<file path="src/design/dhbd_pkg.sv">
// dhbd_pkg: shared types, constants and tables of the detection head box decoder
// no dependencies; used by dhbd_front, dhbd_back and detection_head_box_decode
`timescale 1ns / 1ps
`default_nettype none

package dhbd_pkg;

	localparam int MAX_CLASSES       = 64;
	localparam int ANCHORS_PER_SCALE = 3;
	localparam int IMAGE_SIZE        = 512;

	// width of the doubled centre and corner terms in Q32
	localparam int DIFF_W = 49;
	// width of the offset centre term in Q16
	localparam int UX_W   = 24;
	// width of the size terms in Q32
	localparam int SZ_W   = 44;

	// configuration register indexes
	localparam logic [7:0] REG_NUM_CLASSES      = 8'd0;
	localparam logic [7:0] REG_THRESHOLD_FINE   = 8'd1;
	localparam logic [7:0] REG_THRESHOLD_MID    = 8'd2;
	localparam logic [7:0] REG_THRESHOLD_COARSE = 8'd3;

	localparam logic [6:0]  RST_NUM_CLASSES      = 7'd36;
	localparam logic [15:0] RST_THRESHOLD_FINE   = 16'd36045;
	localparam logic [15:0] RST_THRESHOLD_MID    = 16'd29491;
	localparam logic [15:0] RST_THRESHOLD_COARSE = 16'd26214;

	localparam logic [1:0] SCALE_FINE   = 2'd0;
	localparam logic [1:0] SCALE_MID    = 2'd1;
	localparam logic [1:0] SCALE_COARSE = 2'd2;

	// sigmoid(i/16) in Q0.16 for i = 0..128
	typedef logic [128:0][15:0] sig_tab_t;

	typedef struct packed {
		logic [15:0] sig_x;
		logic [15:0] sig_y;
		logic [15:0] sig_w;
		logic [15:0] sig_h;
		logic [15:0] obj_prob;
		logic [15:0] best_prob;
		logic [5:0]  class_id;
		logic [1:0]  scale;
		logic [1:0]  anchor_slot;
		logic [5:0]  grid_row;
		logic [5:0]  grid_col;
	} cell_rec_t;

	typedef struct packed {
		logic signed [11:0] box_left;
		logic signed [11:0] box_top;
		logic [10:0]        box_width;
		logic [10:0]        box_height;
		logic [15:0]        confidence;
		logic [5:0]         class_id;
	} res_t;

	typedef enum logic [2:0] {
		BK_IDLE,
		BK_MUL,
		BK_SCALE,
		BK_DIFF,
		BK_EMIT
	} back_state_t;

	// elaboration only: e steps down by exp(-1/16), entry is round(2^48 / (2^32 + e))
	function automatic sig_tab_t build_sig_tab();
		sig_tab_t    tab;
		logic [95:0] e;
		logic [33:0] d;
		logic [49:0] num;
		logic [49:0] quo;
		logic [34:0] rem;
		tab = '0;
		e = 96'd1 << 32;
		for (int i = 0; i <= 128; i++) begin
			d = 34'(e) + (34'd1 << 32);
			num = (50'd1 << 48) + 50'(d >> 1);
			rem = '0;
			quo = '0;
			for (int b = 49; b >= 0; b--) begin
				rem = {rem[33:0], num[b]};
				if (rem >= 35'(d)) begin
					rem = rem - 35'(d);
					quo[b] = 1'b1;
				end
			end
			tab[i] = quo[15:0];
			e = ((e * 96'd4034748382) + (96'd1 << 31)) >> 32;
		end
		return tab;
	endfunction

	localparam sig_tab_t SIG_TAB = build_sig_tab();

	function automatic logic [8:0] anchor_w(input logic [1:0] sc, input logic [1:0] sl);
		logic [8:0] v;
		unique case ({sc, sl})
			4'b00_00: v = 9'd10;
			4'b00_01: v = 9'd13;
			4'b00_10: v = 9'd18;
			4'b01_00: v = 9'd20;
			4'b01_01: v = 9'd29;
			4'b01_10: v = 9'd42;
			4'b10_00: v = 9'd64;
			4'b10_01: v = 9'd139;
			4'b10_10: v = 9'd309;
			default:  v = 9'd0;
		endcase
		return v;
	endfunction

	function automatic logic [8:0] anchor_h(input logic [1:0] sc, input logic [1:0] sl);
		logic [8:0] v;
		unique case ({sc, sl})
			4'b00_00: v = 9'd15;
			4'b00_01: v = 9'd24;
			4'b00_10: v = 9'd19;
			4'b01_00: v = 9'd44;
			4'b01_01: v = 9'd26;
			4'b01_10: v = 9'd43;
			4'b10_00: v = 9'd115;
			4'b10_01: v = 9'd111;
			4'b10_10: v = 9'd379;
			default:  v = 9'd0;
		endcase
		return v;
	endfunction

endpackage

`default_nettype wire

</file>
<file path="src/design/dhbd_fifo.sv">
// dhbd_fifo: two-entry register queue with full and empty flags
// no package dependency; instanced for the cell queue and the result queue
`timescale 1ns / 1ps
`default_nettype none

module dhbd_fifo #(
	parameter int WIDTH = 8
) (
	input  wire logic             clk,
	input  wire logic             arst_n,
	input  wire logic             wr_en,
	input  wire logic [WIDTH-1:0] wr_data,
	output logic                  full,
	input  wire logic             rd_en,
	output logic [WIDTH-1:0]      rd_data,
	output logic                  empty
);

	logic [WIDTH-1:0] mem_q [2];
	logic             wr_ptr_q;
	logic             rd_ptr_q;
	logic [1:0]       count_q;
	logic             do_wr;
	logic             do_rd;

	assign full    = (count_q == 2'd2);
	assign empty   = (count_q == 2'd0);
	assign do_wr   = wr_en && !full;
	assign do_rd   = rd_en && !empty;
	assign rd_data = mem_q[rd_ptr_q];

	always_ff @(posedge clk or negedge arst_n) begin
		if (!arst_n) begin
			wr_ptr_q <= 1'b0;
			rd_ptr_q <= 1'b0;
			count_q  <= 2'd0;
		end else begin
			if (do_wr) begin
				wr_ptr_q <= !wr_ptr_q;
			end
			if (do_rd) begin
				rd_ptr_q <= !rd_ptr_q;
			end
			if (do_wr && !do_rd) begin
				count_q <= count_q + 2'd1;
			end else if (do_rd && !do_wr) begin
				count_q <= count_q - 2'd1;
			end
		end
	end

	always_ff @(posedge clk) begin
		if (do_wr) begin
			mem_q[wr_ptr_q] <= wr_data;
		end
	end

endmodule

`default_nettype wire

</file>
<file path="src/design/dhbd_front.sv">
// dhbd_front: takes logit beats, runs the sigmoid pipeline and the running argmax, and hands
// each finished cell with at least one class beat and a valid scale and slot to the cell queue; depends on dhbd_pkg
`timescale 1ns / 1ps
`default_nettype none

module dhbd_front (
	input  wire logic              clk,
	input  wire logic              arst_n,
	input  wire logic              push,
	output logic                   full,
	input  wire logic signed [15:0] logit,
	input  wire logic [1:0]        scale,
	input  wire logic [1:0]        anchor_slot,
	input  wire logic [5:0]        grid_row,
	input  wire logic [5:0]        grid_col,
	input  wire logic              last,
	input  wire logic [6:0]        num_classes,
	input  wire logic              cq_full,
	output logic                   cq_push,
	output dhbd_pkg::cell_rec_t    cq_rec
);

	// stage 1: magnitude split into table index and fraction
	logic       valid_s1;
	logic       neg_s1;
	logic [7:0] k_s1;
	logic [3:0] f_s1;
	logic       last_s1;
	logic [1:0] scale_s1;
	logic [1:0] slot_s1;
	logic [5:0] row_s1;
	logic [5:0] col_s1;

	// stage 2: sigmoid value
	logic        valid_s2;
	logic [15:0] sig_s2;
	logic        last_s2;
	logic [1:0]  scale_s2;
	logic [1:0]  slot_s2;
	logic [5:0]  row_s2;
	logic [5:0]  col_s2;

	// cell state
	logic [6:0]  pos_q;
	logic [15:0] box_q [4];
	logic [15:0] obj_q;
	logic [15:0] best_q;
	logic [5:0]  idx_q;

	logic        adv;
	logic        accept;
	logic [15:0] mag;
	logic [7:0]  k_hi;
	logic [15:0] t_lo;
	logic [15:0] t_hi;
	logic [19:0] interp;
	logic [16:0] p_sum;
	logic [15:0] sig_val;
	logic [6:0]  limit;
	logic [6:0]  class_pos;
	logic        take_class;
	logic [15:0] best_next;
	logic [5:0]  idx_next;
	logic        keep;

	// the pipe only stops while a finished cell waits for room in the queue
	assign adv    = !(valid_s2 && last_s2 && cq_full);
	assign full   = !adv;
	assign accept = push && adv;

	assign mag = logit[15] ? 16'(-logit) : logit;

	always_ff @(posedge clk or negedge arst_n) begin
		if (!arst_n) begin
			valid_s1 <= 1'b0;
			valid_s2 <= 1'b0;
		end else if (adv) begin
			valid_s1 <= accept;
			valid_s2 <= valid_s1;
		end
	end

	always_ff @(posedge clk) begin
		if (adv) begin
			neg_s1   <= logit[15];
			last_s1  <= last;
			scale_s1 <= scale;
			slot_s1  <= anchor_slot;
			row_s1   <= grid_row;
			col_s1   <= grid_col;
			if (mag >= 16'd2048) begin
				k_s1 <= 8'd128;
				f_s1 <= 4'd0;
			end else begin
				k_s1 <= {1'b0, mag[10:4]};
				f_s1 <= mag[3:0];
			end
		end
	end

	// linear interpolation between neighbouring table entries
	always_comb begin
		k_hi    = (k_s1 == 8'd128) ? 8'd128 : k_s1 + 8'd1;
		t_lo    = dhbd_pkg::SIG_TAB[k_s1];
		t_hi    = dhbd_pkg::SIG_TAB[k_hi];
		interp  = 20'(t_hi - t_lo) * 20'(f_s1) + 20'd8;
		p_sum   = 17'(t_lo) + 17'(interp[19:4]);
		sig_val = neg_s1 ? 16'(17'h10000 - p_sum) : p_sum[15:0];
	end

	always_ff @(posedge clk) begin
		if (adv) begin
			sig_s2   <= sig_val;
			last_s2  <= last_s1;
			scale_s2 <= scale_s1;
			slot_s2  <= slot_s1;
			row_s2   <= row_s1;
			col_s2   <= col_s1;
		end
	end

	// first-wins argmax over the classes inside the limit
	always_comb begin
		limit      = (num_classes > 7'(dhbd_pkg::MAX_CLASSES)) ?
			7'(dhbd_pkg::MAX_CLASSES) : num_classes;
		class_pos  = pos_q - 7'd5;
		take_class = (pos_q >= 7'd5) && (class_pos < limit) && (sig_s2 > best_q);
		best_next  = take_class ? sig_s2 : best_q;
		idx_next   = take_class ? class_pos[5:0] : idx_q;
		keep       = (pos_q >= 7'd5) && (scale_s2 <= dhbd_pkg::SCALE_COARSE) &&
			(32'(slot_s2) < 32'(dhbd_pkg::ANCHORS_PER_SCALE));
	end

	always_ff @(posedge clk or negedge arst_n) begin
		if (!arst_n) begin
			pos_q  <= 7'd0;
			best_q <= 16'd0;
			idx_q  <= 6'd0;
		end else if (adv && valid_s2) begin
			if (last_s2) begin
				pos_q  <= 7'd0;
				best_q <= 16'd0;
				idx_q  <= 6'd0;
			end else begin
				if (pos_q != 7'd127) begin
					pos_q <= pos_q + 7'd1;
				end
				best_q <= best_next;
				idx_q  <= idx_next;
			end
		end
	end

	always_ff @(posedge clk) begin
		if (adv && valid_s2) begin
			if (pos_q < 7'd4) begin
				box_q[pos_q[1:0]] <= sig_s2;
			end
			if (pos_q == 7'd4) begin
				obj_q <= sig_s2;
			end
		end
	end

	assign cq_push = adv && valid_s2 && last_s2 && keep;

	always_comb begin
		cq_rec.sig_x       = box_q[0];
		cq_rec.sig_y       = box_q[1];
		cq_rec.sig_w       = box_q[2];
		cq_rec.sig_h       = box_q[3];
		cq_rec.obj_prob    = obj_q;
		cq_rec.best_prob   = best_next;
		cq_rec.class_id    = idx_next;
		cq_rec.scale       = scale_s2;
		cq_rec.anchor_slot = slot_s2;
		cq_rec.grid_row    = row_s2;
		cq_rec.grid_col    = col_s2;
	end

endmodule

`default_nettype wire

</file>
<file path="src/design/dhbd_back.sv">
// dhbd_back: per-cell sequencer for confidence, threshold test and box decode
// depends on dhbd_pkg; reads the cell queue and writes the result queue
`timescale 1ns / 1ps
`default_nettype none

module dhbd_back (
	input  wire logic                clk,
	input  wire logic                arst_n,
	input  wire logic                cq_empty,
	input  wire dhbd_pkg::cell_rec_t cq_rec,
	output logic                     cq_pop,
	input  wire logic [15:0]         threshold_fine,
	input  wire logic [15:0]         threshold_mid,
	input  wire logic [15:0]         threshold_coarse,
	input  wire logic                rq_full,
	output logic                     rq_push,
	output dhbd_pkg::res_t           rq_res
);

	localparam int DW = dhbd_pkg::DIFF_W;
	localparam int RW = DW - 33;
	localparam logic signed [DW-1:0] HALF_Q33 = DW'(64'h1_0000_0000);
	localparam logic signed [RW-1:0] CORNER_HI = RW'(2047);
	localparam logic signed [RW-1:0] CORNER_LO = RW'(-2048);

	dhbd_pkg::back_state_t state_q;
	dhbd_pkg::back_state_t state_d;

	dhbd_pkg::cell_rec_t        rec_q;
	logic [31:0]                prod_q;
	logic [31:0]                sqw_q;
	logic [31:0]                sqh_q;
	logic signed [dhbd_pkg::UX_W-1:0] ux_q;
	logic signed [dhbd_pkg::UX_W-1:0] uy_q;
	logic [15:0]                conf_q;
	logic [dhbd_pkg::SZ_W-1:0]  w_q;
	logic [dhbd_pkg::SZ_W-1:0]  h_q;
	logic signed [DW-1:0]       cx2_q;
	logic signed [DW-1:0]       cy2_q;
	logic signed [DW-1:0]       dl_q;
	logic signed [DW-1:0]       dt_q;
	logic [10:0]                wr_q;
	logic [10:0]                hr_q;
	logic                       pass_q;

	logic [15:0]                thr;
	logic [dhbd_pkg::SZ_W:0]    w_round;
	logic [dhbd_pkg::SZ_W:0]    h_round;

	// half away from zero at 2^-33, then clamp to the 12-bit corner range
	function automatic logic signed [11:0] round_corner(input logic signed [DW-1:0] v);
		logic signed [DW-1:0] biased;
		logic signed [RW-1:0] r;
		logic signed [11:0]   o;
		biased = v + HALF_Q33 - DW'(v[DW-1]);
		r = $signed(biased[DW-1:33]);
		if (r > CORNER_HI) begin
			o = 12'sd2047;
		end else if (r < CORNER_LO) begin
			o = -12'sd2048;
		end else begin
			o = r[11:0];
		end
		return o;
	endfunction

	always_ff @(posedge clk or negedge arst_n) begin
		if (!arst_n) begin
			state_q <= dhbd_pkg::BK_IDLE;
		end else begin
			state_q <= state_d;
		end
	end

	always_comb begin
		state_d = state_q;
		cq_pop  = 1'b0;
		rq_push = 1'b0;
		unique case (state_q)
			dhbd_pkg::BK_IDLE: begin
				if (!cq_empty) begin
					cq_pop  = 1'b1;
					state_d = dhbd_pkg::BK_MUL;
				end
			end
			dhbd_pkg::BK_MUL:   state_d = dhbd_pkg::BK_SCALE;
			dhbd_pkg::BK_SCALE: state_d = dhbd_pkg::BK_DIFF;
			dhbd_pkg::BK_DIFF:  state_d = dhbd_pkg::BK_EMIT;
			dhbd_pkg::BK_EMIT: begin
				if (!pass_q) begin
					state_d = dhbd_pkg::BK_IDLE;
				end else if (!rq_full) begin
					rq_push = 1'b1;
					state_d = dhbd_pkg::BK_IDLE;
				end
			end
			default: state_d = dhbd_pkg::BK_IDLE;
		endcase
	end

	always_comb begin
		case (rec_q.scale)
			dhbd_pkg::SCALE_FINE: thr = threshold_fine;
			dhbd_pkg::SCALE_MID:  thr = threshold_mid;
			default:              thr = threshold_coarse;
		endcase
		w_round = (dhbd_pkg::SZ_W + 1)'(w_q) + (dhbd_pkg::SZ_W + 1)'(33'h0_8000_0000);
		h_round = (dhbd_pkg::SZ_W + 1)'(h_q) + (dhbd_pkg::SZ_W + 1)'(33'h0_8000_0000);
	end

	always_ff @(posedge clk) begin
		if (cq_pop) begin
			rec_q <= cq_rec;
		end
		if (state_q == dhbd_pkg::BK_MUL) begin
			prod_q <= 32'(rec_q.obj_prob) * 32'(rec_q.best_prob);
			sqw_q  <= 32'(rec_q.sig_w) * 32'(rec_q.sig_w);
			sqh_q  <= 32'(rec_q.sig_h) * 32'(rec_q.sig_h);
			// 2*s - 0.5 + cell index, in Q16
			ux_q   <= $signed({2'b0, rec_q.grid_col, 16'b0}) +
				$signed({7'b0, rec_q.sig_x, 1'b0}) - 24'sd32768;
			uy_q   <= $signed({2'b0, rec_q.grid_row, 16'b0}) +
				$signed({7'b0, rec_q.sig_y, 1'b0}) - 24'sd32768;
		end
		if (state_q == dhbd_pkg::BK_SCALE) begin
			conf_q <= 16'((prod_q + 32'd32768) >> 16);
			w_q    <= {sqw_q, 2'b0} *
				dhbd_pkg::SZ_W'(dhbd_pkg::anchor_w(rec_q.scale, rec_q.anchor_slot));
			h_q    <= {sqh_q, 2'b0} *
				dhbd_pkg::SZ_W'(dhbd_pkg::anchor_h(rec_q.scale, rec_q.anchor_slot));
			// doubled centre in Q32: u * image size * 2048 * 2^scale
			cx2_q  <= ((DW'(ux_q) * DW'(dhbd_pkg::IMAGE_SIZE)) << 11) << rec_q.scale;
			cy2_q  <= ((DW'(uy_q) * DW'(dhbd_pkg::IMAGE_SIZE)) << 11) << rec_q.scale;
		end
		if (state_q == dhbd_pkg::BK_DIFF) begin
			pass_q <= (conf_q >= thr);
			dl_q   <= cx2_q - DW'(w_q);
			dt_q   <= cy2_q - DW'(h_q);
			wr_q   <= (w_round[dhbd_pkg::SZ_W:32] > 13'd2047) ? 11'd2047 : w_round[42:32];
			hr_q   <= (h_round[dhbd_pkg::SZ_W:32] > 13'd2047) ? 11'd2047 : h_round[42:32];
		end
	end

	always_comb begin
		rq_res.box_left   = round_corner(dl_q);
		rq_res.box_top    = round_corner(dt_q);
		rq_res.box_width  = wr_q;
		rq_res.box_height = hr_q;
		rq_res.confidence = conf_q;
		rq_res.class_id   = rec_q.class_id;
	end

endmodule

`default_nettype wire

</file>
<file path="src/design/detection_head_box_decode.sv">
// detection_head_box_decode: top level with configuration registers and queues
// depends on dhbd_pkg, dhbd_fifo, dhbd_front and dhbd_back
//
//   channel   handshake          payload
//   input     push / full        logit, scale, anchor_slot, grid_row, grid_col, last
//   result    empty / pop        box_left, box_top, box_width, box_height,
//                                confidence, class_id
//   config    cfg_valid/ready    cfg_index, cfg_data
//
// one logit beat per cycle while full is low; the sigmoid pipe is two stages deep
// a finished cell passes the back sequencer states MUL, SCALE, DIFF and EMIT
// (multipliers and rounding); a passing cell waits in EMIT for result queue room
// full rises only while a finished cell waits for room in the two-entry cell queue
// reset clears the cell state, the queues and the registers to their defaults
`timescale 1ns / 1ps
`default_nettype none

module detection_head_box_decode (
	input  wire logic               clk,
	input  wire logic               arst_n,
	input  wire logic               push,
	output logic                    full,
	input  wire logic signed [15:0] logit,
	input  wire logic [1:0]         scale,
	input  wire logic [1:0]         anchor_slot,
	input  wire logic [5:0]         grid_row,
	input  wire logic [5:0]         grid_col,
	input  wire logic               last,
	output logic                    empty,
	input  wire logic               pop,
	output logic signed [11:0]      box_left,
	output logic signed [11:0]      box_top,
	output logic [10:0]             box_width,
	output logic [10:0]             box_height,
	output logic [15:0]             confidence,
	output logic [5:0]              class_id,
	input  wire logic               cfg_valid,
	output logic                    cfg_ready,
	input  wire logic [7:0]         cfg_index,
	input  wire logic [15:0]        cfg_data
);

	localparam int REC_W = $bits(dhbd_pkg::cell_rec_t);
	localparam int RES_W = $bits(dhbd_pkg::res_t);

	logic [6:0]  num_classes_q;
	logic [15:0] thr_fine_q;
	logic [15:0] thr_mid_q;
	logic [15:0] thr_coarse_q;

	logic                cq_push;
	logic                cq_full;
	logic                cq_pop;
	logic                cq_empty;
	dhbd_pkg::cell_rec_t cq_wr_rec;
	logic [REC_W-1:0]    cq_rd_data;
	logic                rq_push;
	logic                rq_full;
	dhbd_pkg::res_t      rq_wr_res;
	logic [RES_W-1:0]    rq_rd_data;
	dhbd_pkg::res_t      rq_out;

	assign cfg_ready = 1'b1;

	always_ff @(posedge clk or negedge arst_n) begin
		if (!arst_n) begin
			num_classes_q <= dhbd_pkg::RST_NUM_CLASSES;
			thr_fine_q    <= dhbd_pkg::RST_THRESHOLD_FINE;
			thr_mid_q     <= dhbd_pkg::RST_THRESHOLD_MID;
			thr_coarse_q  <= dhbd_pkg::RST_THRESHOLD_COARSE;
		end else if (cfg_valid && cfg_ready) begin
			case (cfg_index)
				dhbd_pkg::REG_NUM_CLASSES:      num_classes_q <= cfg_data[6:0];
				dhbd_pkg::REG_THRESHOLD_FINE:   thr_fine_q    <= cfg_data;
				dhbd_pkg::REG_THRESHOLD_MID:    thr_mid_q     <= cfg_data;
				dhbd_pkg::REG_THRESHOLD_COARSE: thr_coarse_q  <= cfg_data;
				default: ;
			endcase
		end
	end

	dhbd_front u_front (
		.clk         (clk),
		.arst_n      (arst_n),
		.push        (push),
		.full        (full),
		.logit       (logit),
		.scale       (scale),
		.anchor_slot (anchor_slot),
		.grid_row    (grid_row),
		.grid_col    (grid_col),
		.last        (last),
		.num_classes (num_classes_q),
		.cq_full     (cq_full),
		.cq_push     (cq_push),
		.cq_rec      (cq_wr_rec)
	);

	dhbd_fifo #(
		.WIDTH (REC_W)
	) u_cell_q (
		.clk     (clk),
		.arst_n  (arst_n),
		.wr_en   (cq_push),
		.wr_data (cq_wr_rec),
		.full    (cq_full),
		.rd_en   (cq_pop),
		.rd_data (cq_rd_data),
		.empty   (cq_empty)
	);

	dhbd_back u_back (
		.clk              (clk),
		.arst_n           (arst_n),
		.cq_empty         (cq_empty),
		.cq_rec           (dhbd_pkg::cell_rec_t'(cq_rd_data)),
		.cq_pop           (cq_pop),
		.threshold_fine   (thr_fine_q),
		.threshold_mid    (thr_mid_q),
		.threshold_coarse (thr_coarse_q),
		.rq_full          (rq_full),
		.rq_push          (rq_push),
		.rq_res           (rq_wr_res)
	);

	dhbd_fifo #(
		.WIDTH (RES_W)
	) u_result_q (
		.clk     (clk),
		.arst_n  (arst_n),
		.wr_en   (rq_push),
		.wr_data (rq_wr_res),
		.full    (rq_full),
		.rd_en   (pop),
		.rd_data (rq_rd_data),
		.empty   (empty)
	);

	assign rq_out     = dhbd_pkg::res_t'(rq_rd_data);
	assign box_left   = rq_out.box_left;
	assign box_top    = rq_out.box_top;
	assign box_width  = rq_out.box_width;
	assign box_height = rq_out.box_height;
	assign confidence = rq_out.confidence;
	assign class_id   = rq_out.class_id;

`ifndef ASSERT_OFF
	a_cell_q_no_overflow: assert property (@(posedge clk) disable iff (!arst_n)
		cq_push |-> !cq_full)
		else $error("cell queue written while full");

	a_cell_q_no_underflow: assert property (@(posedge clk) disable iff (!arst_n)
		cq_pop |-> !cq_empty)
		else $error("cell queue read while empty");

	a_result_q_no_overflow: assert property (@(posedge clk) disable iff (!arst_n)
		rq_push |-> !rq_full)
		else $error("result queue written while full");

	a_stall_needs_cell: assert property (@(posedge clk) disable iff (!arst_n)
		full |-> cq_full)
		else $error("input stalled with room in the cell queue");
`endif

endmodule

`default_nettype wire

</file>
<file path="config.mk">
export PLATFORM = sky130hd
export DESIGN_NAME = detection_head_box_decode
export DESIGN_NICKNAME = d
export VERILOG_FILES = /design/src/design/dhbd_pkg.sv /design/src/design/dhbd_fifo.sv /design/src/design/dhbd_front.sv /design/src/design/dhbd_back.sv /design/src/design/detection_head_box_decode.sv
export SDC_FILE = /design/constraint.sdc
export NUM_CORES = 2
export LEC_CHECK = 0
export BUFFER_PORTS_ARGS = -buffer_cell sky130_fd_sc_hd__clkbuf_2
export CAP_MARGIN = 20
export CORE_MARGIN = 10
export CORE_UTILIZATION = 30
export CTS_BUF_LIST = sky130_fd_sc_hd__clkbuf_8
export DETAILED_ROUTE_END_ITERATION = 8
export HOLD_SLACK_MARGIN = 0.06
export PLACE_DENSITY = 0.43
export SYNTH_ARGS = -nofsm -noshare
export SYNTH_HDL_FRONTEND = slang
export SYNTH_SLANG_ARGS = --single-unit
</file>
<file path="constraint.sdc">
create_clock -name clk -period 20.6 [get_ports clk]
set_clock_uncertainty 0.1 [all_clocks]
set_input_delay 2.06 -clock clk [delete_from_list [all_inputs] [get_ports clk]]
set_output_delay 2.06 -clock clk [all_outputs]
set_load 0.02 [all_outputs]
</file>
# ---- Word level (Yosys, flattened, before mapping)
# Memory sizes are Yosys's and may differ from the RTL's. A register that Yosys moved wholly into a read port is not among the register bits.
# Cells that the tools add are included.
# Widths: inputs -> output; s select.
dict set report word_totals {
  regBits 637
  ram_bits 436
  rom_bits 8464
  in_bits 62
  output_inout_bits 71
  word_cells 205
  n_memories 7
}
dict set report classes {
  add_sub_neg 25
  mul 6
  order_cmp 17
  eq_ne 15
  shift 2
  mux 40
  reduce_logical 46
}
# memory words width rd rd_ports_with_merged_regs wr line
set mem_list {}
lappend mem_list {{(no name shown)} 256 16 1 0 0 dhbd_front.sv:104} ;# t_lo = dhbd_pkg::SIG_TAB[k_s1];
lappend mem_list {{(no name shown)} 256 16 1 0 0 dhbd_front.sv:105} ;# t_hi = dhbd_pkg::SIG_TAB[k_hi];
lappend mem_list {u_cell_q.mem_q 2 118 1 1 1 dhbd_fifo.sv:19} ;# logic [WIDTH-1:0] mem_q [2];
lappend mem_list {{(no name shown)} 16 9 1 0 0 dhbd_pkg.sv:100} ;# unique case ({sc, sl})
lappend mem_list {u_result_q.mem_q 2 68 1 0 1 dhbd_fifo.sv:19}
lappend mem_list {{(no name shown)} 16 8 1 0 0 dhbd_pkg.sv:117} ;# unique case ({sc, sl})
lappend mem_list {{+1 memories} -- -- -- -- -- --}
# operator count
set op_table {}
lappend op_table {{$add 49x33->49 const B} 2}
lappend op_table {{$shl 49x2->49} 2}
lappend op_table {{$sub 49x1->49} 2}
lappend op_table {{$sub 49x43->49} 2}
lappend op_table {{$mul 16x16->32} 3}
lappend op_table {{$mux 16} 6}
lappend op_table {{$add 43x32->44 const B} 2}
lappend op_table {{$mul 32x9->41} 2}
lappend op_table {{$mux 12} 4}
lappend op_table {{$sub 24x17->24 const B} 2}
lappend op_table {{$add 22x17->23} 2}
lappend op_table {{$add 32x16->32 const B} 1}
lappend op_table {{$gt 16x12->1 const B} 2}
lappend op_table {{$lt 16x12->1 const B} 2}
lappend op_table {{$pmux 16 s2} 1}
lappend op_table {{$gt 13x11->1 const B} 2}
lappend op_table {{$mux 7} 3}
lappend op_table {{$add 20x4->20 const B} 1}
lappend op_table {{$mul 20x4->20} 1}
lappend op_table {{$logic_and 1x1->1} 18}
lappend op_table {{$lt 8x9->1 const B} 2}
lappend op_table {{$mux 9} 2}
lappend op_table {{$sub 16x16->17} 1}
lappend op_table {{$add 16x16->16} 1}
lappend op_table {{40 further kinds} 85}

# ---- Logic depth before layout (Yosys ltp)
dict set report logic_depth {
  word_depth 11
  ltp_mapped 48
  depth_no_buf 45
}

# ---- By module
# A second synthesis with hierarchy kept.
dict set report unflattened {
  hier_cells 9051
  area_unflattened_um2 96657.7
}
# mod instances cells_each area_per_inst_um2 seq_area_each_um2
set by_module_without_submodules {}
lappend by_module_without_submodules {dhbd_back 1 6588 65345.2 15730.1}
lappend by_module_without_submodules {dhbd_front 1 1723 15182.1 5069.9}
lappend by_module_without_submodules {{dhbd_fifo (u_cell_q)} 1 386 8754.6 7186.9}
lappend by_module_without_submodules {{dhbd_fifo (u_result_q)} 1 231 5146.2 4184.0}
lappend by_module_without_submodules {detection_head_box_decode 1 123 2229.6 1410.1}

# ---- Least setup slack after synthesis
# OpenSTA, ideal clock, no wires.
dict set report synth_path {
  path_type {reg2reg}
  start {register u_front.k_s1[2]}
  end {register u_front.sig_s2[15] (data pin)}
  setup_ns 0.268
  arrival_ns 10.152
  required_ns 20.232
  path_slack_ns 10.080
  stages_incl_launch_ff 44
  n_path_buf 7
  period_less_slack_ns 10.520
  cell_sequence {edfxtp_1 inv_1 clkbuf_1 buf_1 ha_1 clkbuf_1 o21ai_0 inv_1 clkbuf_1 clkbuf_1 clkbuf_1 ha_1 a21oi_1 o21ai_0 a211oi_1 o21ai_0 ha_1 nor2b_1 [... 8 more ...] nor3b_1 fa_1 fa_1 ha_1 ha_1 and3_1 a21oi_1 nand3b_1 xor2_1 ha_1 clkbuf_1 nand2_1 o31ai_1 xnor2_1 nand2_1 or4_1 o31ai_2 xnor3_1}
}
dict set report synth_via {
  elab_chain_len 10
  elab_cells_between_ends 13
  cone_classes {add/sub (5); mul (1); eq/ne (1); mux (4); memory (2)}
}
# item line
set synth_lines {}
lappend synth_lines {{start, declared} dhbd_front.sv:26} ;# logic [7:0] k_s1;
lappend synth_lines {{start signal, assigned} dhbd_front.sv:95} ;# k_s1 <= {1'b0, mag[10:4]};
lappend synth_lines {{$add 8x1->8 or $eq 8x8->1 (tied branches)} dhbd_front.sv:103} ;# k_hi = (k_s1 == 8'd128) ? 8'd128 : k_s1 + 8'd1;
lappend synth_lines {{$mux 8} dhbd_front.sv:103}
lappend synth_lines {{$mem_v2 256x16} --}
lappend synth_lines {{$mux 16 (not written as such)} dhbd_front.sv:105}
lappend synth_lines {{$sub 16x16->17} dhbd_front.sv:106} ;# interp = 20'(t_hi - t_lo) * 20'(f_s1) + 20'd8;
lappend synth_lines {{$mul 20x4->20} dhbd_front.sv:106}
lappend synth_lines {{$add 20x4->20} dhbd_front.sv:106}
lappend synth_lines {{$add 16x16->16 (*)} dhbd_front.sv:107} ;# p_sum = 17'(t_lo) + 17'(interp[19:4]);
lappend synth_lines {{$sub 1x16->16} dhbd_front.sv:108} ;# sig_val = neg_s1 ? 16'(17'h10000 - p_sum) : p_sum[15:0];
lappend synth_lines {{$mux 16 (*)} dhbd_front.sv:108}
lappend synth_lines {{named net u_front.sig_val[15]} dhbd_front.sv:58} ;# logic [15:0] sig_val;
lappend synth_lines {{end signal, assigned} dhbd_front.sv:113} ;# sig_s2 <= sig_val;
lappend synth_lines {{end, declared} dhbd_front.sv:36} ;# logic [15:0] sig_s2;
# The timed path passes the listed nets; every way through them passes the cells marked *. The select of a mux whose other input is x is not followed.
# A chain may end at the register's enable or synchronous reset.

# ---- Final worst setup path
dict set report layout_path {
  start {register u_front.k_s1[0]}
  end {register u_front.sig_s2[15] (data pin)}
}
# Same word-level chain as after synthesis.

==> summary.txt <==
RSZ-0062 raised after global routing = false
Clk_lat worst skew = 980 ps
Fmax = 0.0776 GHz
Netlist Area Pre-Place = 0.0951 sq mm
CP peak stage delay = 910 ps
Vias in the first global route = 68.7k
Area of the multi-input gates = 0.0556 sq mm
Antenna viol nets, final = 0
Drt drc = 0
Maximum clock path buffer count = 4
MaxCap Viol Count = 0
Clk pin slew, worst setup/hold paths = 60 ps
Final Wtd Congestion = 0.831
Row cnt = 206
Critical path startpoint category = register
Nets = 10.7k
DR vias = 63.4k
Final period utilization = 62.5%
GRT Overall Usage = 14.7%
Fill count = 32.1k
Synth Flop Type = edfxtp_1
Ports = 133
Worst-path fanout max = 34
Die Ht = 583 microns
Setup bufs post-CTS = 0
Chip width = 583 microns
Layout cells sized above 1 = 9.71%
Worst hold path class = register to register
Port Buf Inserts = 131
Synth Area per Inst = 10.7 sq um
Post-cts sizing count = 0
Post-synth EDFFs = 1025
Total CTS buffers = 209
CP endpoint kind = register
GRT Residual Overflow = 0
Num Clock Sinks = 1122
Initial antenna violation count = 9
Yosys top cell by area = edfxtp_1
Min Tclk post-route = 12880 ps
Per-cell routed wire length = 19.0 microns
Syn_nets = 10.6k
Post-synthesis sequential element count = 1122
Synth top area cells = edfxtp_1 32%, fa_1 20%, ha_1 9.7%
FF+latch area = 0.0332 sq mm
Vias/cell = 4.75
Yosys warns = 0
Starting density of the core = 30.2%
Clock root cell = clkbuf_8
Most frequent cells in the layout = 1449 x inv_1, 1025 x edfxtp_1, 932 x fa_1
Hold Fails Final Rpt = 0
H-tree depth = 4
Placed Instances = 13.0k
Status = completed
CP top delay family = compound AO/OA/AOI/OAI gates
Critical Path Most Common Cell = o21ai_0
Core area = 0.315 sq mm
Asr flop ratio synth = 8.65%
Final TNS setup = 0 ps
Max_slew headroom = 29.3%
Commonest non-fill, non-tap cell in the layout = inv_1
Post-cts hold buffer count = 0
Final Setup Violations = 0
Yosys top cell area share = 32.4%
Post-DP HPWL = 193000 microns
Die area = 0.340 sq mm
First-pass GRT wire length = 401000 microns
Slowest-stage cell, CP = ha_1
Fin cells = 13.4k
Drt total wl = 254000 microns
Layout Area Growth over Synthesis = 10.1%
Critical Path AT = 13470 ps
Largest net degree at the start of global routing = 109
WP buf/inv = 2
Tightest Pin Transition = 1030 ps
Mapped Cells = 8907
Pre-antenna DRT Iters = 8
Sequential-to-total area share from yosys stat = 35.0%
Kind of critical path = register to register
Drt initial violations = 3238
Cell variety after synth = 98
Final Max Slew Viols = 0
WP data required = 21190 ps
CTS tree = built
per-stage QoR:
step           util [%]  setup WS, ps  hold WS [ps]  instance area, sq um
6_report           33.2          7720           281                105000
5_1_grt            33.2          6850           299                105000
4_1_cts            33.2          7850           269                105000
3_5_place_dp       31.9          7960           305                101000
3_3_place_gp       31.9          7870           305                101000
2_1_floorplan         -         10080           300                 95100
cell families after synthesis:
logic type	after synthesis	share of synthesized area, %
simple gates	2375	12.2
mux	333	4.33
xor+xnor	369	3.41
other cells	1	0.00394
flops	1122	35.0
buf+inv	1715	6.78
compound gates	1326	9.05
fa+ha+maj	1666	29.3
synth_stat cells (13+ instances only):
| cell type | number |
|---|---|
| o21bai_1 | 49 |
| o21ai_1 | 13 |
| o211ai_1 | 41 |
| xor2_1 | 116 |
| o22ai_1 | 21 |
| nor2_1 | 379 |
| a21o_1 | 150 |
| nor4_1 | 29 |
| or3_1 | 33 |
| nand2b_1 | 52 |
| o31a_1 | 13 |
| o311ai_0 | 19 |
| mux4_2 | 38 |
| nand2_1 | 886 |
| nand3b_1 | 17 |
| a31oi_1 | 47 |
| and3_1 | 122 |
| dfstp_2 | 27 |
| mux2_2 | 248 |
| mux2i_1 | 47 |
| nor3b_1 | 20 |
| a2111oi_0 | 13 |
| dfrtp_1 | 70 |
| o21ai_0 | 272 |
| a311oi_1 | 18 |
| o21a_1 | 49 |
| xnor2_1 | 252 |
| a21boi_0 | 21 |
| o41ai_1 | 16 |
| inv_1 | 1385 |
| a21oi_1 | 372 |
| nand3_1 | 124 |
| and2_1 | 404 |
| clkbuf_1 | 261 |
| nor3_1 | 106 |
| nand4_1 | 43 |
| edfxtp_1 | 1025 |
| o31ai_1 | 21 |
| or2_2 | 21 |
| a211o_1 | 13 |
| ha_1 | 734 |
| fa_1 | 932 |
| a211oi_1 | 68 |
| buf_1 | 61 |
| nor2b_1 | 93 |
flip-flops by register name (all words and copies together) (netlist names), 16 cells and up:
signal            count
u_cell_q.mem_q      236
u_result_q.mem_q    136
u_back.rec_q        112
u_front.box_q        64
u_back.dl_q          47
u_back.dt_q          47
u_back.h_q           41
u_back.w_q           41
u_back.sqh_q         31
u_back.sqw_q         31
u_back.cx2_q         26
u_back.cy2_q         26
u_back.ux_q          23
u_back.uy_q          23
u_back.prod_q        17
thr_coarse_q         16
thr_fine_q           16
thr_mid_q            16
u_back.conf_q        16
u_front.best_q       16
u_front.obj_q        16
u_front.sig_s2       16
worst paths after layout:
path / from / to / cells past startpoint / slack, ps
max: u_front.k_s1[0]$_SDFFCE_PP0N_ / u_front.sig_s2[15]$_DFFE_PN_ / 42 / 7720
min: u_front.box_q[2][1]$_DFFE_PP_ / u_cell_q.mem_q[0][71]$_DFFE_PP_ / 0 / 280
max reg2reg: u_front.k_s1[0]$_SDFFCE_PP0N_ / u_front.sig_s2[15]$_DFFE_PN_ / 42 / 7720
min reg2reg: u_front.box_q[2][1]$_DFFE_PP_ / u_cell_q.mem_q[0][71]$_DFFE_PP_ / 0 / 280
max in group asynchronous: arst_n / u_result_q.rd_ptr_q$_DFFE_PN0P_ / 2 / 17980
min in group asynchronous: arst_n / u_front.valid_s2$_DFFE_PN0N_ / 1 / 970
worst register-to-register path, delay by kind of cell (launching register included):
| kind | cells | cell delay (ps) |
|---|---|---|
| flip-flops | 1 | 320 |
| AO/OA/AOI/OAI | 18 | 3860 |
| XOR/XNOR | 3 | 740 |
| AND/OR/NAND/NOR | 11 | 3200 |
| buffers and inverters | 2 | 860 |
| adder cells (fa/ha/maj) | 8 | 3580 |
metal layers:
| layer | up-vias | share of wire (%) | track usage, % |
|---|---|---|---|
| li1 | 30300 | - | - |
| met1 | 31900 | 46 | 19.6 |
| met2 | 949 | 48 | 25.6 |
| met3 | 305 | 3.1 | 1.63 |
| met4 | 4 | 2.4 | 3.76 |
| met5 | - | 0.0099 | 0 |
final cells by class:
class	instances	area share, %
Inverter	1387	4.98
Clock buffer	219	2.88
Sequential cell	1122	31.8
Tap cell	4160	4.97
Clock inverter	162	0.935
Antenna cell	7	0.0167
Timing Repair Buffer	225	1.32
Multi-Input combinational cell	6070	53.1
Power is not shown: default switching activity piles up to over one toggle a cycle in this logic, so the estimate is an artifact.
